**config.mk**
```make
export PLATFORM = sky130hd
export DESIGN_NAME = char_lcd_nibble_bus_sequencer_top
export DESIGN_NICKNAME = d
export VERILOG_FILES = /design/src/rtl/lcdseq_pkg.sv /design/src/rtl/lcdseq_front.sv /design/src/rtl/lcdseq_queue.sv /design/src/rtl/lcdseq_back.sv /design/src/rtl/char_lcd_nibble_bus_sequencer_top.sv
export SDC_FILE = /design/constraint.sdc
export NUM_CORES = 1
export LEC_CHECK = 0
export BUFFER_PORTS_ARGS = -buffer_cell sky130_fd_sc_hd__clkbuf_2
export CAP_MARGIN = 25
export CELL_PAD_IN_SITES_DETAIL_PLACEMENT = 0
export CELL_PAD_IN_SITES_GLOBAL_PLACEMENT = 1
export CORE_MARGIN = 3
export CORE_UTILIZATION = 45
export DETAILED_ROUTE_END_ITERATION = 16
export PLACE_DENSITY = 0.86
export SYNTH_ARGS = -nofsm -noshare
export SYNTH_HDL_FRONTEND = slang
export SYNTH_HIERARCHICAL = 1
export SYNTH_SLANG_ARGS = --single-unit
```
**constraint.sdc**
```tcl
create_clock -name clk -period 6.05 [get_ports clk]
set_clock_uncertainty 0.2 [all_clocks]
set_input_delay 0.9075 -clock clk [delete_from_list [all_inputs] [get_ports clk]]
set_output_delay 0.9075 -clock clk [all_outputs]
set_load 0.01 [all_outputs]
```
**src/rtl/lcdseq_pkg.sv**
```systemverilog
package lcdseq_pkg;

  typedef enum logic [1:0] {
    OP_INIT  = 2'd0,
    OP_PUTC  = 2'd1,
    OP_CLEAR = 2'd2,
    OP_GOTO  = 2'd3
  } op_t;

  typedef enum logic [1:0] {
    KIND_WAIT  = 2'd0,
    KIND_WRITE = 2'd1,
    KIND_DELAY = 2'd2
  } kind_t;

  localparam logic [1:0] CFG_INIT_DELAY = 2'd0;
  localparam logic [1:0] CFG_DISPLAY    = 2'd1;
  localparam logic [1:0] CFG_ENTRY      = 2'd2;

  localparam logic [7:0] INIT_DELAY_RST = 8'd30;
  localparam logic [2:0] DISPLAY_RST    = 3'd4;
  localparam logic [1:0] ENTRY_RST      = 2'd2;

  localparam int ROW_TWO_BASE_DEF = 64;
  localparam int ROW_BASE_W       = 7;

  localparam logic [7:0] CMD_SET_DDRAM = 8'h80;
  localparam logic [7:0] CMD_CLEAR     = 8'h01;
  localparam logic [7:0] CMD_FUNC_SET  = 8'h28;
  localparam logic [7:0] CMD_DISPLAY   = 8'h08;
  localparam logic [7:0] CMD_ENTRY     = 8'h04;
  localparam logic [3:0] NIB_FUNC_4BIT = 4'h2;

  localparam int QUEUE_DEPTH = 2;
  localparam int QPTR_W      = $clog2(QUEUE_DEPTH);
  localparam int QCNT_W      = $clog2(QUEUE_DEPTH + 1);

  localparam int STEP_IDX_W = 5;

  typedef struct packed {
    op_t        op;
    logic       rs;
    logic [7:0] cmd;
  } req_t;

  typedef struct packed {
    kind_t      kind;
    logic       rs;
    logic [3:0] nibble;
    logic [7:0] delay_ms;
    logic       last;
  } step_t;

  typedef struct packed {
    logic [7:0] init_delay_ms;
    logic [2:0] display_flags;
    logic [1:0] entry_mode_flags;
  } cfg_t;

  function automatic step_t wait_step(input logic last);
    step_t s;
    s.kind     = KIND_WAIT;
    s.rs       = 1'b0;
    s.nibble   = 4'h0;
    s.delay_ms = 8'h00;
    s.last     = last;
    return s;
  endfunction

  function automatic step_t write_step(input logic rs, input logic [3:0] nib,
                                       input logic last);
    step_t s;
    s.kind     = KIND_WRITE;
    s.rs       = rs;
    s.nibble   = nib;
    s.delay_ms = 8'h00;
    s.last     = last;
    return s;
  endfunction

  function automatic step_t delay_step(input logic [7:0] ms);
    step_t s;
    s.kind     = KIND_DELAY;
    s.rs       = 1'b0;
    s.nibble   = 4'h0;
    s.delay_ms = ms;
    s.last     = 1'b0;
    return s;
  endfunction

  // power-up run: function-set nibbles, full function set, then setup commands
  function automatic step_t init_step(input logic [STEP_IDX_W-1:0] idx, input cfg_t cfg);
    logic [7:0] disp;
    logic [7:0] entry;
    step_t      s;
    disp  = CMD_DISPLAY | {5'b0, cfg.display_flags};
    entry = CMD_ENTRY | {6'b0, cfg.entry_mode_flags};
    case (idx)
      5'd0, 5'd2, 5'd4:         s = write_step(1'b0, NIB_FUNC_4BIT, 1'b0);
      5'd6, 5'd9:               s = write_step(1'b0, CMD_FUNC_SET[7:4], 1'b0);
      5'd7, 5'd10:              s = write_step(1'b0, CMD_FUNC_SET[3:0], 1'b0);
      5'd1, 5'd3, 5'd5, 5'd8, 5'd11: s = delay_step(cfg.init_delay_ms);
      5'd12, 5'd15, 5'd18, 5'd21: s = wait_step(1'b0);
      5'd13:                    s = write_step(1'b0, disp[7:4], 1'b0);
      5'd14:                    s = write_step(1'b0, disp[3:0], 1'b0);
      5'd16:                    s = write_step(1'b0, CMD_CLEAR[7:4], 1'b0);
      5'd17:                    s = write_step(1'b0, CMD_CLEAR[3:0], 1'b0);
      5'd19:                    s = write_step(1'b0, entry[7:4], 1'b0);
      5'd20:                    s = write_step(1'b0, entry[3:0], 1'b0);
      5'd22:                    s = write_step(1'b0, CMD_SET_DDRAM[7:4], 1'b0);
      5'd23:                    s = write_step(1'b0, CMD_SET_DDRAM[3:0], 1'b0);
      default:                  s = wait_step(1'b1);
    endcase
    return s;
  endfunction

  // wait, high nibble, low nibble, and a trailing wait for go to position
  function automatic step_t cmd_step(input req_t req, input logic [STEP_IDX_W-1:0] idx);
    step_t s;
    case (idx)
      5'd0:    s = wait_step(1'b0);
      5'd1:    s = write_step(req.rs, req.cmd[7:4], 1'b0);
      5'd2:    s = write_step(req.rs, req.cmd[3:0], req.op != OP_GOTO);
      default: s = wait_step(1'b1);
    endcase
    return s;
  endfunction

endpackage

```
**src/rtl/lcdseq_front.sv**
```systemverilog
module lcdseq_front #(
  parameter int ROW_TWO_BASE = lcdseq_pkg::ROW_TWO_BASE_DEF
) (
  input  lcdseq_pkg::op_t  op,
  input  logic [7:0]       char_code,
  input  logic [3:0]       column,
  input  logic             row,
  output lcdseq_pkg::req_t req
);
  import lcdseq_pkg::*;

  localparam logic [ROW_BASE_W-1:0] RowBase = ROW_BASE_W'(ROW_TWO_BASE);

  logic [7:0] goto_cmd;

  assign goto_cmd = CMD_SET_DDRAM | {1'b0, (row ? RowBase : {ROW_BASE_W{1'b0}})}
                  | {4'b0, column};

  always_comb begin
    req.op = op;
    case (op)
      OP_PUTC: begin
        req.rs  = 1'b1;
        req.cmd = char_code;
      end
      OP_CLEAR: begin
        req.rs  = 1'b0;
        req.cmd = CMD_CLEAR;
      end
      OP_GOTO: begin
        req.rs  = 1'b0;
        req.cmd = goto_cmd;
      end
      default: begin
        req.rs  = 1'b0;
        req.cmd = 8'h00;
      end
    endcase
  end

endmodule

```
**src/rtl/lcdseq_queue.sv**
```systemverilog
module lcdseq_queue (
  input  logic             clk,
  input  logic             rst_n,
  input  logic             push,
  input  lcdseq_pkg::req_t push_data,
  output logic             full,
  input  logic             pop,
  output logic             empty,
  output lcdseq_pkg::req_t head
);
  import lcdseq_pkg::*;

  req_t              slot_r [QUEUE_DEPTH];
  logic [QPTR_W-1:0] wr_ptr_r, wr_ptr_nxt;
  logic [QPTR_W-1:0] rd_ptr_r, rd_ptr_nxt;
  logic [QCNT_W-1:0] count_r, count_nxt;
  logic              do_push, do_pop;

  assign full    = count_r == QCNT_W'(QUEUE_DEPTH);
  assign empty   = count_r == '0;
  assign do_push = push && !full;
  assign do_pop  = pop && !empty;
  assign head    = slot_r[rd_ptr_r];

  always_comb begin
    wr_ptr_nxt = wr_ptr_r;
    rd_ptr_nxt = rd_ptr_r;
    count_nxt  = count_r;
    if (do_push) begin
      wr_ptr_nxt = (wr_ptr_r == QPTR_W'(QUEUE_DEPTH - 1)) ? '0 : wr_ptr_r + 1'b1;
    end
    if (do_pop) begin
      rd_ptr_nxt = (rd_ptr_r == QPTR_W'(QUEUE_DEPTH - 1)) ? '0 : rd_ptr_r + 1'b1;
    end
    if (do_push && !do_pop) begin
      count_nxt = count_r + 1'b1;
    end else if (do_pop && !do_push) begin
      count_nxt = count_r - 1'b1;
    end
  end

  always_ff @(posedge clk) begin
    if (!rst_n) begin
      wr_ptr_r <= '0;
      rd_ptr_r <= '0;
      count_r  <= '0;
    end else begin
      wr_ptr_r <= wr_ptr_nxt;
      rd_ptr_r <= rd_ptr_nxt;
      count_r  <= count_nxt;
    end
  end

  always_ff @(posedge clk) begin
    if (do_push) begin
      slot_r[wr_ptr_r] <= push_data;
    end
  end

endmodule

```
**src/rtl/lcdseq_back.sv**
```systemverilog
module lcdseq_back (
  input  logic              clk,
  input  logic              rst_n,
  input  lcdseq_pkg::cfg_t  cfg,
  input  logic              empty,
  input  lcdseq_pkg::req_t  head,
  output logic              pop,
  output logic              out_valid,
  input  logic              out_ready,
  output lcdseq_pkg::step_t out_step
);
  import lcdseq_pkg::*;

  logic [STEP_IDX_W-1:0] idx_r, idx_nxt;
  logic                  valid_r, valid_nxt;
  step_t                 step_r;
  step_t                 step_cur;
  logic                  adv;

  assign adv      = !empty && (!valid_r || out_ready);
  assign step_cur = (head.op == OP_INIT) ? init_step(idx_r, cfg) : cmd_step(head, idx_r);
  assign pop      = adv && step_cur.last;

  always_comb begin
    idx_nxt   = idx_r;
    valid_nxt = valid_r;
    if (adv) begin
      valid_nxt = 1'b1;
      idx_nxt   = step_cur.last ? '0 : idx_r + 1'b1;
    end else if (out_ready) begin
      valid_nxt = 1'b0;
    end
  end

  always_ff @(posedge clk) begin
    if (!rst_n) begin
      idx_r   <= '0;
      valid_r <= 1'b0;
    end else begin
      idx_r   <= idx_nxt;
      valid_r <= valid_nxt;
    end
  end

  always_ff @(posedge clk) begin
    if (adv) begin
      step_r <= step_cur;
    end
  end

  assign out_valid = valid_r;
  assign out_step  = step_r;

endmodule

```
**src/rtl/char_lcd_nibble_bus_sequencer_top.sv**
```systemverilog
// when the back end is idle, the first bus step of a request passes through the queue slot
//   and then the registered output stage before it shows on out_tvalid
// throughput: one bus step per cycle while out_tready is high; a request issues
//   3 (put character, clear), 4 (go to position) or 25 (initialize) bus steps
// a two-entry request queue lets new requests in while steps are still going out
// reset: synchronous rst_n empties the queue and output stage, config back to 30/4/2
module char_lcd_nibble_bus_sequencer_top #(
  parameter int ROW_TWO_BASE = lcdseq_pkg::ROW_TWO_BASE_DEF
) (
  input  logic        clk,
  input  logic        rst_n,
  input  logic        in_tvalid,
  output logic        in_tready,
  input  logic [15:0] in_tdata,   // char_code[7:0], column[11:8], row[12]
  input  logic [1:0]  in_tuser,   // operation[1:0]
  output logic        out_tvalid,
  input  logic        out_tready,
  output logic [15:0] out_tdata,  // nibble[3:0], delay_ms[11:4]
  output logic [2:0]  out_tuser,  // step_kind[1:0], register_select[2]
  output logic        out_tlast,
  input  logic        cfg_valid,
  output logic        cfg_ready,
  input  logic [1:0]  cfg_index,
  input  logic [7:0]  cfg_data
);
  import lcdseq_pkg::*;

  cfg_t  cfg_r;
  req_t  front_req;
  req_t  head;
  logic  q_full, q_empty, q_pop;
  step_t step;

  assign cfg_ready = 1'b1;

  always_ff @(posedge clk) begin
    if (!rst_n) begin
      cfg_r.init_delay_ms    <= INIT_DELAY_RST;
      cfg_r.display_flags    <= DISPLAY_RST;
      cfg_r.entry_mode_flags <= ENTRY_RST;
    end else if (cfg_valid) begin
      case (cfg_index)
        CFG_INIT_DELAY: cfg_r.init_delay_ms    <= cfg_data;
        CFG_DISPLAY:    cfg_r.display_flags    <= cfg_data[2:0];
        CFG_ENTRY:      cfg_r.entry_mode_flags <= cfg_data[1:0];
        default: ;
      endcase
    end
  end

  lcdseq_front #(
    .ROW_TWO_BASE(ROW_TWO_BASE)
  ) u_front (
    .op        (op_t'(in_tuser)),
    .char_code (in_tdata[7:0]),
    .column    (in_tdata[11:8]),
    .row       (in_tdata[12]),
    .req       (front_req)
  );

  assign in_tready = !q_full;

  lcdseq_queue u_queue (
    .clk       (clk),
    .rst_n     (rst_n),
    .push      (in_tvalid),
    .push_data (front_req),
    .full      (q_full),
    .pop       (q_pop),
    .empty     (q_empty),
    .head      (head)
  );

  lcdseq_back u_back (
    .clk       (clk),
    .rst_n     (rst_n),
    .cfg       (cfg_r),
    .empty     (q_empty),
    .head      (head),
    .pop       (q_pop),
    .out_valid (out_tvalid),
    .out_ready (out_tready),
    .out_step  (step)
  );

  assign out_tdata = {4'b0, step.delay_ms, step.nibble};
  assign out_tuser = {step.rs, step.kind};
  assign out_tlast = step.last;

endmodule
```
======== Word-level counts from Yosys, hierarchy flattened ========
Memories as Yosys holds them, arrays and structs flattened. A register that Yosys moved wholly into a read port is not among the register bits.
Cells that the tools add are included.
storage, ports and cells
  register bits ........................... 39
  bits in writable memories ............... 22
  output and inout bits ................... 23
  memories ................................ 1
memory list
  memory          words  width  rd ports  clocked after memory_dff  write ports  line                RTL
  u_queue.slot_r  2      11     1         1                         1            lcdseq_queue.sv:13  req_t slot_r [QUEUE_DEPTH];
cells by class
  $add $sub $neg .......................... 5
  equal/unequal tests ..................... 30
  multiplexer cells ....................... 16
  bitwise operators ....................... 1
  reductions and logical operators ........ 26
operator list
  kind                   number
  $pmux W16 S8           1
  $pmux W15 S3           1
  $eq A5 B4 Y1 const B   8
  $eq A5 B5 Y1 const B   8
  $pmux W9 S3            1
  $eq A5 B3 Y1 const B   4
  $mux W16               1
  $eq A5 B2 Y1 const B   2
  $reduce_or A5 Y1       2
  $eq A2 B2 Y1 const B   4
  $mux W1                8
  $or A8 B4 Y8           1
  $reduce_or A4 Y1       2
  $mux W7                1
  $logic_and A1 B1 Y1    6
  $logic_not A2 Y1       3
  $reduce_and A2 Y1      3
  $add A5 B1 Y5 const B  1
  $eq A5 B1 Y1 const B   1
  $logic_not A1 Y1       5
  $logic_not A5 Y1       1
  $mux W5                1
  $eq A2 B1 Y1 const B   2
  $mux W2                2
  other kinds (7)        9

======== Depth between registers and ports, before layout ========
  depth in word-level cells ............... 9
  mapped depth ............................ 12
  depth with buffers taken out ............ 12

======== By module ========
Netlist, hierarchy kept.
by module, submodules not included
  module                             times used  cells each  area an instance (µm²)
  lcdseq_back                        1           124         1,267.5
  lcdseq_queue                       1           59          1,023.5
  char_lcd_nibble_bus_sequencer_top  1           64          601.8
  lcdseq_front                       1           18          136.4

======== Worst setup path before layout ========
OpenSTA, ideal clock, no wires.
  kind .................................... register to register
  from .................................... register u_back.idx_r[0]
  to ...................................... register u_queue.count_r[1]
  setup time .............................. 0.070 ns
  arrival ................................. 2.713 ns
  required time ........................... 5.780 ns
  slack ................................... 3.067 ns
  stages on the path, launching flop included .. 12
  path buffers ............................ 0
  clock period less this slack ............ 2.983 ns
  path through ............................ dfxtp_1 inv_1 ha_1 nand3b_1 a31oi_2 or4_4 o21ai_2 and2_1 o21ai_1 ha_1 or3_1 a21boi_1
on the way
  word-level cells in the longest chain between the ends .. 9
  elaborated cells on any way between the ends .. 39
ends and longest elaborated chain
  element                                               line                                     RTL
  from (decl)                                           lcdseq_back.sv:14                        logic [STEP_IDX_W-1:0] idx_r, idx_nxt;
  from (signal assigned)                                lcdseq_back.sv:40                        idx_r <= idx_nxt;
  $eq A5 B2 Y1, or another cell as far along            lcdseq_pkg.sv:98                         case (idx)
  $reduce_or A5 Y1, or another cell as far along        lcdseq_pkg.sv:98
  $pmux W16 S8                                          lcdseq_pkg.sv:98
  $mux W16 (*)                                          lcdseq_back.sv:21                        assign step_cur = (head.op == OP_INIT) ? init_step(idx_r, cfg) : cmd_step(head, idx_r);
  $logic_and A1 B1 Y1 (*)                               lcdseq_back.sv:22                        assign pop = adv && step_cur.last;
  named net q_pop                                       char_lcd_nibble_bus_sequencer_top.sv:31  logic q_full, q_empty, q_pop;
  $logic_and A1 B1 Y1 (*)                               lcdseq_queue.sv:22                       assign do_pop = pop && !empty;
  $logic_not A1 Y1                                      lcdseq_queue.sv:35                       if (do_push && !do_pop) begin
  $logic_and A1 B1 Y1                                   lcdseq_queue.sv:35
  $mux W2 / $reduce_bool A2 Y1 (equally long branches)  -
  to (signal assigned)                                  lcdseq_queue.sv:50                       count_r <= count_nxt;
  to (decl)                                             lcdseq_queue.sv:16                       logic [QCNT_W-1:0] count_r, count_nxt;
The timed path passes the listed nets; every way through them passes the cells marked *.
A chain may end at the register's enable or synchronous reset.

======== Final worst setup path ========
Ends and elaborated chain as after synthesis.

==> impl_metrics.py <==
metrics = {
    "drt": {
        "vias_per_cell": 5.17,
        "vias": 2021,
        "wl_per_cell_um": 14.0,
        "wirelength_mm": 5.49,
        "drcViolationCount": 0,
        "dr.pass1.iters": 4,
        "drtIter0Drc": 76,
        "drtAntennaViolNets": 0,
    },
    "timing": {
        "finalSetupViolations": 0,
        "hold_violations": 0,
        "clock.fmax_mhz": 303,
        "slew_headroom_pct": 35.2,
        "period_needed_ns": 3.30,
        "tightest_slew_ns": 0.967,
        "rsz0062_at_grt": "no",
        "fin_crit_sh_pct": 54.6,
        "report.final.slew_viol_count": 0,
        "tns_ns": 0,
    },
    "setup_path": {
        "worstPathArrival_ns": 3.37,
        "startpoint_type": "flip-flop",
        "crit_path_max_fanout": 10,
        "endpoint_kind": "flip-flop",
        "path_class": "reg -> reg",
        "required_ns": 6.12,
    },
    "yosys": {
        "syn-mean-instance-area_um2": 11.4,
        "ys_seq_elements": 62,
        "async_flop_share_pct": 0,
        "yosysMostFrequentCell": "edfxtp_1",
        "seq_area_frac_synth_pct": 53.5,
        "syn-cell-area_um2": 3030,
        "synth_area_leaders": "edfxtp_1 38%, dfxtp_1 16%, mux2i_1 5.6%, mux2_2 4.1%, nand2_1 2.6%",
        "synthDistinctLibCells": 58,
        "synth_top_cell_area_share_pct": 37.7,
        "yosys_warnings": 6,
        "synth_edf_count": 38,
        "synthCells": 265,
        "yosys-top-cells-count": "38 x edfxtp_1, 24 x dfxtp_1, 21 x nand2_1, 17 x mux2i_1, 13 x nor2_1",
        "synth_area_leader_cell": "edfxtp_1",
        "ys.flop_type": "edfxtp_1",
    },
    "run_status": {
        "status": "finished clean",
    },
    "cells_and_area": {
        "stdcell_area_um2": 3480,
        "synthToLayoutAreaGrowth_pct": 15.0,
        "drive_gt1_share_pct": 28.0,
        "nNetsFinal": 348,
        "diodes": 0,
    },
    "clock_tree": {
        "numCtsBuffers": 9,
        "cts_tree": "yes",
        "cts_resized": 0,
        "clk_latency_ns": 0.33,
        "clock_path_buffers": 2,
        "cts_max_level": 3,
        "clk_pin_slew_ns": 0.07,
        "cts.sinks": 62,
        "holdBufCountCts": 0,
        "cts-root-buf": "clkbuf_8",
        "cts_setup_buffers": 0,
    },
    "grt": {
        "grt_pass1_vias": 2042,
        "grt_max_degree": 27,
        "grt_pass1_wl_mm": 9.18,
        "grt_overflow_total": 0,
        "grt_usage_pct": 15.6,
        "antenna_found_initial": 0,
    },
    "worst_hold_path": {
        "hp-class": "reg -> reg",
    },
    "floorplanning": {
        "rows": 29,
        "coreArea_um2": 6420,
        "ios": 56,
        "start_util_pct": 47.2,
        "die_h_um": 88.0,
        "die-area_um2": 7750,
        "die_x_um": 88.0,
    },
    "placement": {
        "numPortBuffers": 47,
        "placed_area_um2": 3270,
        "place.gp.congestion": 0.775,
        "dp_hpwl_mm": 3.88,
    },
    "pwr": {
        "ir_drop_mv": 0.207,
        "power.density_nw_per_um2": 416,
        "cellLeakagePower_uw": 0.00140,
    },
    "run": {
        "cap_violations": 0,
    },
}
-- placed cells by master (no fill, tap or decap), types with 5 or more instances in the layout --
master and count:
clkbuf_8 10, nor2b_1 11, and3_1 10, nand2b_1 8, ha_1 6, clkbuf_2 47
a21oi_1 9, inv_1 11, mux2i_1 17, edfxtp_1 38, mux2_2 11, conb_1 5
nor2_1 13, nand2_1 21, dfxtp_1 24, and2_1 7
-- state kept, by name (all words and copies together), names as in the netlist, named ones only --
register,cells
u_queue/slot_r,22
u_back/out_step,16
cfg_r,13
u_back/idx_r,5
u_queue/count_r,2
u_back/out_valid,1
u_queue/rd_ptr_r,1
u_queue/wr_ptr_r,1
-- critical path: stages (launching register included) --
cell and delay (ns):
dfxtp_1 0.40, inv_1 0.10, ha_1 0.29, nand3b_1 0.13
a31oi_2 0.19, or4_4 0.58, o21ai_2 0.26, and2_1 0.17
o21ai_1 0.09, ha_1 0.35, or3_1 0.35, a21boi_1 0.13
-- stage by stage --
stage,setup slack [ns],power (uW),utilization [%],cells,hold slack [ns]
floorplan,3.07,955,-,268,0.230
global placement,2.77,1080,50.9,375,0.238
detailed placement,2.75,1090,50.9,375,0.246
CTS,2.72,1470,54.2,391,0.256
global route,2.48,1550,54.2,391,0.269
finish,2.75,1450,54.2,391,0.254
-- cells by family (layout without fill, tap and decap cells) --
| logic type | count (synthesis) | in the layout | synth area share [%] |
|---|---|---|---|
| buffers and inverters | 31 | 77 | 5.25 |
| AND/OR/NAND/NOR | 94 | 94 | 18.3 |
| AO/OA/AOI/OAI | 37 | 37 | 9.05 |
| adder cells (fa/ha/maj) | 6 | 6 | 2.48 |
| multiplexers | 28 | 28 | 9.71 |
| other | 2 | 5 | 0.248 |
| XOR/XNOR | 5 | 5 | 1.45 |
| flip-flops | 62 | 62 | 53.5 |
-- report_power, final --
group	internal (uW)	switching (uW)
Clock	211	159
Sequential	582	49.9
Combinational	182	267
-- worst paths after layout --
check	slack, ns	cells after the start	endpoint	from
worst max-delay path	2.75	11	u_queue/count_r[1]	u_back/idx_r[0]
worst min-delay path	0.25	2	cfg_r[12]	cfg_r[12]
worst max register to register	2.75	11	u_queue/count_r[1]	u_back/idx_r[0]
worst min register to register	0.25	2	cfg_r[12]	cfg_r[12]
-- layer usage --
layer  GRT usage (%)  vias to the layer above  wire length, um
li1                -                     1026                -
met1            17.5                      941             2380
met2            27.7                       44             2760
met3            3.57                       10              237
met4            7.42                        0              108
met5               0                        -                0
-- final cells by class --
class                   count  area (um2)
flip-flops and latches     62        1620
well taps                  77        96.3
inverters                  13        48.8
fillers                   565        2940
clock buffers              13         191
clock inverters             3        21.3
multi-input cells         175        1260
repair buffers             48         243
No activity file was read; power rests on OpenSTA's default activity.
